**config.mk**
```make
export PLATFORM = sky130hd
export DESIGN_NAME = hid_report_rx_ring_buffer_unit
export DESIGN_NICKNAME = d
export VERILOG_FILES = /design/src/hdl/rrb_pkg.sv /design/src/hdl/rrb_front.sv /design/src/hdl/rrb_queue.sv /design/src/hdl/rrb_back.sv /design/src/hdl/hid_report_rx_ring_buffer_unit.sv
export SDC_FILE = /design/constraint.sdc
export NUM_CORES = 2
export LEC_CHECK = 0
export BUFFER_PORTS_ARGS = -buffer_cell sky130_fd_sc_hd__buf_2
export CAP_MARGIN = 5
export CORE_MARGIN = 8
export CORE_UTILIZATION = 50
export CTS_CLUSTER_SIZE = 16
export DETAILED_ROUTE_END_ITERATION = 12
export PLACE_DENSITY_LB_ADDON = 0.15
export SETUP_SLACK_MARGIN = 0.5
export SYNTH_ARGS = -nofsm -noshare
export SYNTH_HDL_FRONTEND = slang
export SYNTH_MEMORY_MAX_BITS = 65536
export SYNTH_SLANG_ARGS = --single-unit
```
**constraint.sdc**
```tcl
create_clock -name clk -period 5.9 [get_ports clk]
set_input_delay 0.59 -clock clk [delete_from_list [all_inputs] [get_ports clk]]
set_output_delay 0.59 -clock clk [all_outputs]
set_load 0.01 [all_outputs]
```
**src/hdl/rrb_pkg.sv**
```systemverilog
// Shared constants, types and codes for the report receive ring.
`default_nettype none
package rrb_pkg;

	localparam int RING_DEPTH   = 512;
	localparam int REPORT_BYTES = 64;
	localparam int QUEUE_DEPTH  = 2;

	localparam int PTR_W  = $clog2(RING_DEPTH);
	localparam int POS_W  = $clog2(REPORT_BYTES);
	localparam int QPTR_W = $clog2(QUEUE_DEPTH);
	localparam int QCNT_W = $clog2(QUEUE_DEPTH + 1);
	localparam int LEN_W  = 6;
	localparam int FILL_W = 9;
	localparam int ADDR_W = 3;

	localparam logic [LEN_W-1:0] LEN_MAX     = LEN_W'(REPORT_BYTES - 2);
	localparam int               CTRL_BIT    = 6;
	localparam logic [7:0]       BOOT_CODE   = 8'hB5;
	localparam logic [7:0]       HOST_RESET  = 8'hB6;
	localparam logic [7:0]       MATCH_ID_RESET = 8'hB6;

	// Register indexes on the configuration port.
	localparam logic REG_MATCH_ID  = 1'b0;
	localparam logic REG_HOST_MODE = 1'b1;

	// Control codes reported with each result.
	localparam logic [1:0] CODE_NONE  = 2'd0;
	localparam logic [1:0] CODE_BOOT  = 2'd1;
	localparam logic [1:0] CODE_RESET = 2'd2;

	typedef enum logic [1:0] {
		OP_NONE,
		OP_WRITE,
		OP_READ
	} op_t;

	typedef struct packed {
		op_t        op;
		logic [7:0] data;
		logic [1:0] code;
	} qent_t;

endpackage
`default_nettype wire

```
**src/hdl/rrb_front.sv**
```systemverilog
// Report deframer: tracks the byte position and classifies each accepted word.
`default_nettype none
module rrb_front (
	input  wire logic          clk,
	input  wire logic          arst_n,
	input  wire logic          accept,
	input  wire logic          cmd,
	input  wire logic [7:0]    rx_byte,
	input  wire logic          last_byte,
	input  wire logic [7:0]    match_id,
	input  wire logic          host_mode,
	output rrb_pkg::qent_t     ent
);
	import rrb_pkg::*;

	logic [POS_W-1:0] pos_q;
	logic             good_q;
	logic             ctrl_q;
	logic [LEN_W-1:0] len_q;

	logic [POS_W-1:0] pos_m2;
	logic [LEN_W-1:0] len_raw;

	assign pos_m2  = pos_q - POS_W'(2);
	assign len_raw = rx_byte[LEN_W-1:0];

	// Classify the word against the current deframer state.
	always_comb begin
		ent.op   = OP_NONE;
		ent.data = rx_byte;
		ent.code = CODE_NONE;
		if (cmd) begin
			ent.op = OP_READ;
		end else if (pos_q != '0 && good_q && pos_q != POS_W'(1)) begin
			if (ctrl_q) begin
				if (pos_q == POS_W'(2)) begin
					if (host_mode) begin
						if (rx_byte == BOOT_CODE)
							ent.code = CODE_BOOT;
						else if (rx_byte == HOST_RESET)
							ent.code = CODE_RESET;
					end else if (rx_byte == match_id) begin
						ent.code = CODE_RESET;
					end
				end
			end else if (pos_m2 < len_q) begin
				ent.op = OP_WRITE;
			end
		end
	end

	always_ff @(posedge clk or negedge arst_n) begin
		if (!arst_n) begin
			pos_q  <= '0;
			good_q <= 1'b0;
			ctrl_q <= 1'b0;
			len_q  <= '0;
		end else if (accept && !cmd) begin
			if (pos_q == '0) begin
				good_q <= (rx_byte == match_id);
				ctrl_q <= 1'b0;
				len_q  <= '0;
			end else if (good_q && pos_q == POS_W'(1)) begin
				ctrl_q <= rx_byte[CTRL_BIT];
				len_q  <= (len_raw > LEN_MAX) ? LEN_MAX : len_raw;
			end
			if (last_byte || pos_q == POS_W'(REPORT_BYTES - 1))
				pos_q <= '0;
			else
				pos_q <= pos_q + POS_W'(1);
		end
	end

endmodule
`default_nettype wire

```
**src/hdl/rrb_queue.sv**
```systemverilog
// Short queue of classified words between the deframer and the ring.
`default_nettype none
module rrb_queue (
	input  wire logic           clk,
	input  wire logic           arst_n,
	input  wire logic           push,
	input  wire rrb_pkg::qent_t push_ent,
	input  wire logic           pop,
	output logic                full,
	output logic                not_empty,
	output rrb_pkg::qent_t      head_ent
);
	import rrb_pkg::*;

	qent_t             ent_q [QUEUE_DEPTH];
	logic [QPTR_W-1:0] wr_q;
	logic [QPTR_W-1:0] rd_q;
	logic [QCNT_W-1:0] cnt_q;

	assign full      = (cnt_q == QCNT_W'(QUEUE_DEPTH));
	assign not_empty = (cnt_q != '0);
	assign head_ent  = ent_q[rd_q];

	always_ff @(posedge clk) begin
		if (push)
			ent_q[wr_q] <= push_ent;
	end

	always_ff @(posedge clk or negedge arst_n) begin
		if (!arst_n) begin
			wr_q  <= '0;
			rd_q  <= '0;
			cnt_q <= '0;
		end else begin
			if (push)
				wr_q <= (wr_q == QPTR_W'(QUEUE_DEPTH - 1)) ? '0 : wr_q + QPTR_W'(1);
			if (pop)
				rd_q <= (rd_q == QPTR_W'(QUEUE_DEPTH - 1)) ? '0 : rd_q + QPTR_W'(1);
			if (push && !pop)
				cnt_q <= cnt_q + QCNT_W'(1);
			else if (pop && !push)
				cnt_q <= cnt_q - QCNT_W'(1);
		end
	end

endmodule
`default_nettype wire

```
**src/hdl/rrb_back.sv**
```systemverilog
// Ring storage with head and tail pointers and the result register.
`default_nettype none
module rrb_back (
	input  wire logic           clk,
	input  wire logic           arst_n,
	input  wire logic           q_valid,
	input  wire rrb_pkg::qent_t q_ent,
	output logic                pop,
	input  wire logic           out_stall,
	output logic                out_valid,
	output logic [7:0]          read_data,
	output logic                read_valid,
	output logic [8:0]          fill_level,
	output logic [1:0]          control_code
);
	import rrb_pkg::*;

	logic [7:0]       ring_mem [RING_DEPTH];
	logic [7:0]       rd_data_q;
	logic [PTR_W-1:0] head_q;
	logic [PTR_W-1:0] tail_q;
	logic             out_valid_q;
	logic             rvalid_q;
	logic [FILL_W-1:0] fill_q;
	logic [1:0]       code_q;

	logic             wr_en;
	logic             rd_en;
	logic [PTR_W-1:0] head_n;
	logic [PTR_W-1:0] tail_n;
	logic [PTR_W:0]   fill_n;

	assign pop   = q_valid && (!out_valid_q || !out_stall);
	assign wr_en = pop && q_ent.op == OP_WRITE;
	assign rd_en = pop && q_ent.op == OP_READ && head_q != tail_q;

	always_comb begin
		head_n = head_q;
		tail_n = tail_q;
		if (wr_en)
			head_n = (head_q == PTR_W'(RING_DEPTH - 1)) ? '0 : head_q + PTR_W'(1);
		if (rd_en)
			tail_n = (tail_q == PTR_W'(RING_DEPTH - 1)) ? '0 : tail_q + PTR_W'(1);
		if (head_n >= tail_n)
			fill_n = {1'b0, head_n} - {1'b0, tail_n};
		else
			fill_n = {1'b0, head_n} + (PTR_W+1)'(RING_DEPTH) - {1'b0, tail_n};
	end

	always_ff @(posedge clk) begin
		if (wr_en)
			ring_mem[head_q] <= q_ent.data;
		if (rd_en)
			rd_data_q <= ring_mem[tail_q];
	end

	always_ff @(posedge clk or negedge arst_n) begin
		if (!arst_n) begin
			head_q      <= '0;
			tail_q      <= '0;
			out_valid_q <= 1'b0;
			rvalid_q    <= 1'b0;
			fill_q      <= '0;
			code_q      <= CODE_NONE;
		end else begin
			head_q <= head_n;
			tail_q <= tail_n;
			if (pop) begin
				out_valid_q <= 1'b1;
				rvalid_q    <= rd_en;
				fill_q      <= FILL_W'(fill_n);
				code_q      <= q_ent.code;
			end else if (!out_stall) begin
				out_valid_q <= 1'b0;
			end
		end
	end

	assign out_valid    = out_valid_q;
	assign read_valid   = rvalid_q;
	assign read_data    = rvalid_q ? rd_data_q : 8'd0;
	assign fill_level   = fill_q;
	assign control_code = code_q;

	a_read_no_code: assert property (@(posedge clk) disable iff (!arst_n)
		out_valid_q && rvalid_q |-> code_q == CODE_NONE)
		else $error("read result carries a control code");

	a_tail_only_on_read: assert property (@(posedge clk) disable iff (!arst_n)
		!rd_en |=> $stable(tail_q))
		else $error("tail moved without a read");

	a_head_steps: assert property (@(posedge clk) disable iff (!arst_n)
		wr_en && head_q != PTR_W'(RING_DEPTH - 1) |=> head_q == $past(head_q) + PTR_W'(1))
		else $error("head did not advance on a write");

	a_no_read_when_empty: assert property (@(posedge clk) disable iff (!arst_n)
		rd_en |-> head_q != tail_q)
		else $error("read issued on an empty ring");

endmodule
`default_nettype wire

```
**src/hdl/hid_report_rx_ring_buffer_unit.sv**
```systemverilog
// Top level of the report receive ring: configuration port, deframer, queue and ring.
`default_nettype none
// An accepted word is registered in the queue, then in the result register unless it stalls.
// Throughput: one word per cycle unless stalled, set by the single ring port's write or read.
// The two-entry queue lets the deframer take up to two words while the result is stalled.
// Reset: pointers, deframer state, queue and result register clear asynchronously.
// The ring contents are not cleared; no entry can be read before it has been written.
module hid_report_rx_ring_buffer_unit (
	input  wire logic                        clk,
	input  wire logic                        arst_n,
	// Input words.
	input  wire logic                        in_valid,
	output logic                             in_stall,
	input  wire logic                        cmd,
	input  wire logic [7:0]                  rx_byte,
	input  wire logic                        last_byte,
	// Result words.
	output logic                             out_valid,
	input  wire logic                        out_stall,
	output logic [7:0]                       read_data,
	output logic                             read_valid,
	output logic [8:0]                       fill_level,
	output logic [1:0]                       control_code,
	// Configuration port.
	input  wire logic                        psel,
	input  wire logic                        penable,
	input  wire logic                        pwrite,
	input  wire logic [rrb_pkg::ADDR_W-1:0]  paddr,
	input  wire logic [31:0]                 pwdata,
	output logic [31:0]                      prdata,
	output logic                             pready
);
	import rrb_pkg::*;

	logic [7:0] match_id_q;
	logic       host_mode_q;
	logic       in_accept;
	logic       cfg_write;
	logic       q_full;
	logic       q_valid;
	logic       q_pop;
	qent_t      front_ent;
	qent_t      q_head;

	// The register index is the word address; byte lanes below it are ignored.
	assign pready    = 1'b1;
	assign cfg_write = psel && penable && pwrite;

	always_ff @(posedge clk or negedge arst_n) begin
		if (!arst_n) begin
			match_id_q  <= MATCH_ID_RESET;
			host_mode_q <= 1'b0;
		end else if (cfg_write) begin
			unique case (paddr[2])
				REG_MATCH_ID:  match_id_q  <= pwdata[7:0];
				REG_HOST_MODE: host_mode_q <= pwdata[0];
				default: ;
			endcase
		end
	end

	always_comb begin
		unique case (paddr[2])
			REG_MATCH_ID:  prdata = {24'd0, match_id_q};
			REG_HOST_MODE: prdata = {31'd0, host_mode_q};
			default:       prdata = 32'd0;
		endcase
	end

	// A word is taken whenever the queue has room, and the input stalls only while it is full.
	assign in_stall  = q_full;
	assign in_accept = in_valid && !q_full;

	rrb_front u_front (
		.clk       (clk),
		.arst_n    (arst_n),
		.accept    (in_accept),
		.cmd       (cmd),
		.rx_byte   (rx_byte),
		.last_byte (last_byte),
		.match_id  (match_id_q),
		.host_mode (host_mode_q),
		.ent       (front_ent)
	);

	// Every accepted word yields one result, so every word enters the queue.
	rrb_queue u_queue (
		.clk       (clk),
		.arst_n    (arst_n),
		.push      (in_accept),
		.push_ent  (front_ent),
		.pop       (q_pop),
		.full      (q_full),
		.not_empty (q_valid),
		.head_ent  (q_head)
	);

	rrb_back u_back (
		.clk          (clk),
		.arst_n       (arst_n),
		.q_valid      (q_valid),
		.q_ent        (q_head),
		.pop          (q_pop),
		.out_stall    (out_stall),
		.out_valid    (out_valid),
		.read_data    (read_data),
		.read_valid   (read_valid),
		.fill_level   (fill_level),
		.control_code (control_code)
	);

endmodule
`default_nettype wire
```
==> run summary <==
status: completed
GPL Wtd Cong: 0.8606
Worst path max stage delay: 0.94 ns
final hold vios: 0
initial antenna violation count: 21
H-tree depth: 5
Max Fclk: 192.3 MHz
register area: 125,400 sq um
Avg Inst Size Synth: 20.79 sq um
PostCTS Resize Cnt: 0
post-synth top area cell: edfxtp_1
total track usage: 23.97%
crit end category: flip-flop
synth-to-layout area growth: 11.99%
ys async rst share: 1.386%
Max VDD drop: 0.0003284 V
DRC violations left: 0
Power Dens Cells: 478.3 nW/um^2
DR vias: 80,716
CP bufs+invs: 2
commonest cells after routing, fill and taps aside: edfxtp_1 (4,128), mux4_2 (972), nor2_1 (583)
fin area: 183,400 sq um
DP Wirelength: 254,500 microns
number of fill cells: 24,111
Vias/cell: 6.284
Relative slew margins: 12.21%
distinct cell type count after synthesis: 75
commonest non-fill, non-tap cell in the layout: edfxtp_1
worst hold path type: primary input to flip-flop
DIE AREA: 346,100 sq um
Worst Max-Slew Pin Slew: 1.315 ns
critical path class: flip-flop to flip-flop
CTS buffer count: 424
Tcrit/Tclk final: 88.12%
number of I/O pins: 107
post-synth top area share: 75.69%
Starting Density: 50.14%
#FFs+latches synth: 4,186
multi-input logic area: 35,700 sq um
type of origin of the critical path: flip-flop
Final Max Slew Viols: 0
crit-path leading delay family: simple AND/OR/NAND/NOR gates
post-synthesis sequential area ratio: 76.58%
final net count: 8,218
max-cap violation count: 0
CP arrival: 5.84 ns
RSZ-0062 raised after global routing: false
Cell Area, Synth: 163,800 sq um
dpl cell area: 169,400 sq um
drt total wl: 424,600 microns
First-pass DRT Iterations: 5
Min Hold Slack: 0.1261 ns
Most used DFF post-synth: edfxtp_1
Worst path slowest cell: nor4_1
# setup viols final: 0
first-pass GRT wire length: 601,100 microns
Buffers on Ports: 55
CP most frequent cell: buf_4
clk_skew: 0.03826 ns
layout cell share with drive strength beyond 1: 23.08%
CTS tree: built
largest net degree at the start of global routing: 176
vias in the first global route: 80,630
worst-skew pair later-pin latency: 0.96 ns
cell chain of the critical path: buf_4 -> nand2_1 -> o22ai_1 -> nor3_1 -> nor4_1 -> o21ai_0 -> buf_4 -> a41oi_1 -> a211oi_1
Final TNS setup: 0 ns
ANT nets after route: 0
Routed WL per cell: 33.06 microns
CTS sink count: 4,186
clock tree buffer depth: 4
Die Width: 588.3 microns
Core ar.: 326,600 sq um
1st-iter DRT viols: 9,199
Clock Pin Slew Worst Setup and Hold Paths: 0.06 ns
yosys warns: 0
Tmin final: 5.199 ns
synth top area cells: edfxtp_1 (76%), mux4_2 (13%), mux2i_1 (1.8%), nor2_1 (1.3%), dfrtp_1 (0.81%)
die span in y: 588.3 microns
standard-cell rows: 210
Worst Path Required: 6.54 ns
fin util: 56.16%
EDFF count, synth: 4,128
CP max FO: 27
post-synthesis instance total: 7,878
CTS root buf: clkbuf_16
LEAKAGE: 57.51 nW
GRT overflow: 0
where the power goes:
| group | internal [mW] | switching, mW |
|---|---|---|
| logic | 8.74 | 15.1 |
| clock network | 15.5 | 11.2 |
| registers | 36.7 | 0.433 |
| total | 60.9 | 26.8 |
worst min-delay path, delay by kind of cell:
family | cells | cell delay (ns)
xor gates and xnor gates | 1 | 0.18
AOI/OAI and AO/OA | 1 | 0.18
buffers and inverters | 1 | 0.08
flip-flops by register name, summed over array words and instances, names as in the netlist, 2 cells and up:
name,count
u_back.ring_mem,4096
u_queue.ent_q,24
u_back.fill_level,9
u_back.head_q,9
u_back.tail_q,9
match_id_q,8
u_back.rd_data_q,8
u_front.len_q,6
u_front.pos_q,6
u_back.control_code,2
u_queue.cnt_q,2
layout make-up:
type / count / area share, %
Antenna cell: 10 / 0.01364
Clock buffer: 529 / 6.161
Clock inverter: 248 / 1.343
Inverter: 38 / 0.08732
Multi-Input combinational cell: 3170 / 19.46
Sequential cell: 4186 / 68.39
Tap cell: 4346 / 2.965
Timing Repair Buffer: 317 / 1.575
cell families after synthesis:
| family | after synthesis | synth area share, % |
|---|---|---|
| AO/OA/AOI/OAI | 691 | 2.902 |
| XOR/XNOR | 33 | 0.1765 |
| adder cells (fa/ha/maj) | 29 | 0.2262 |
| buffers and inverters | 545 | 1.892 |
| flip-flops | 4186 | 76.58 |
| multiplexers | 1304 | 15.43 |
| other | 2 | 0.004586 |
| AND/OR/NAND/NOR | 1088 | 2.784 |
metal layers:
layer	wire length, microns	vias to the layer above	global-route usage (%)
li1	-	33100	-
met1	172300	43314	34.06
met2	202600	3641	38.08
met3	35990	651	4.845
met4	13620	10	6.996
met5	67	-	0
worst paths after layout:
path,startpoint,endpoint,slack [ns],depth (start not counted)
min reg2reg,u_back.fill_level[3]$_DFFE_PN0P_,u_back.fill_level[3]$_DFFE_PN0P_,0.48,2
max,u_back.tail_q[3]$_DFF_PN0_,u_back.rd_data_q[7]$_DFFE_PN_,0.70,9
min in group asynchronous,arst_n,u_back.head_q[6]$_DFF_PN0_,0.40,2
max in group asynchronous,arst_n,u_back.tail_q[4]$_DFF_PN0_,4.71,2
min,in_valid,u_queue.wr_q$_DFFE_PN0P_,0.13,3
max reg2reg,u_back.tail_q[3]$_DFF_PN0_,u_back.rd_data_q[7]$_DFFE_PN_,0.70,9
through the flow:
step | worst slack (ns) | std cells | power (mW)
floorplan | 0.6233 | 7901 | 53.62
global placement | 0.6506 | 12034 | 61.32
detailed placement | 0.6261 | 12034 | 61.73
CTS | 0.5851 | 12833 | 88.28
global route | 0.6720 | 12836 | 90.41
finish | 0.7008 | 12844 | 87.72
timing repair:
item | 4_1_cts | 5_1_grt
buffers inserted | 0 | 1
setup endpoints to repair | 0 | 1
hold endpoints to repair | 92 | 0
hold buffers | 22 | 0
synthesized netlist by cell type (38+ instances only):
| cell type | count |
|---|---|
| a211oi_1 | 41 |
| a21oi_1 | 107 |
| a221oi_1 | 59 |
| a22oi_1 | 131 |
| buf_2 | 89 |
| buf_4 | 78 |
| buf_6 | 58 |
| clkbuf_1 | 237 |
| dfrtp_1 | 53 |
| edfxtp_1 | 4128 |
| mux2i_1 | 298 |
| mux4_2 | 972 |
| nand2_1 | 290 |
| nand3_1 | 38 |
| nor2_1 | 587 |
| nor3_1 | 43 |
| o21ai_0 | 121 |
| o22ai_1 | 54 |
Note: power is estimated with default switching activity, not from simulation.
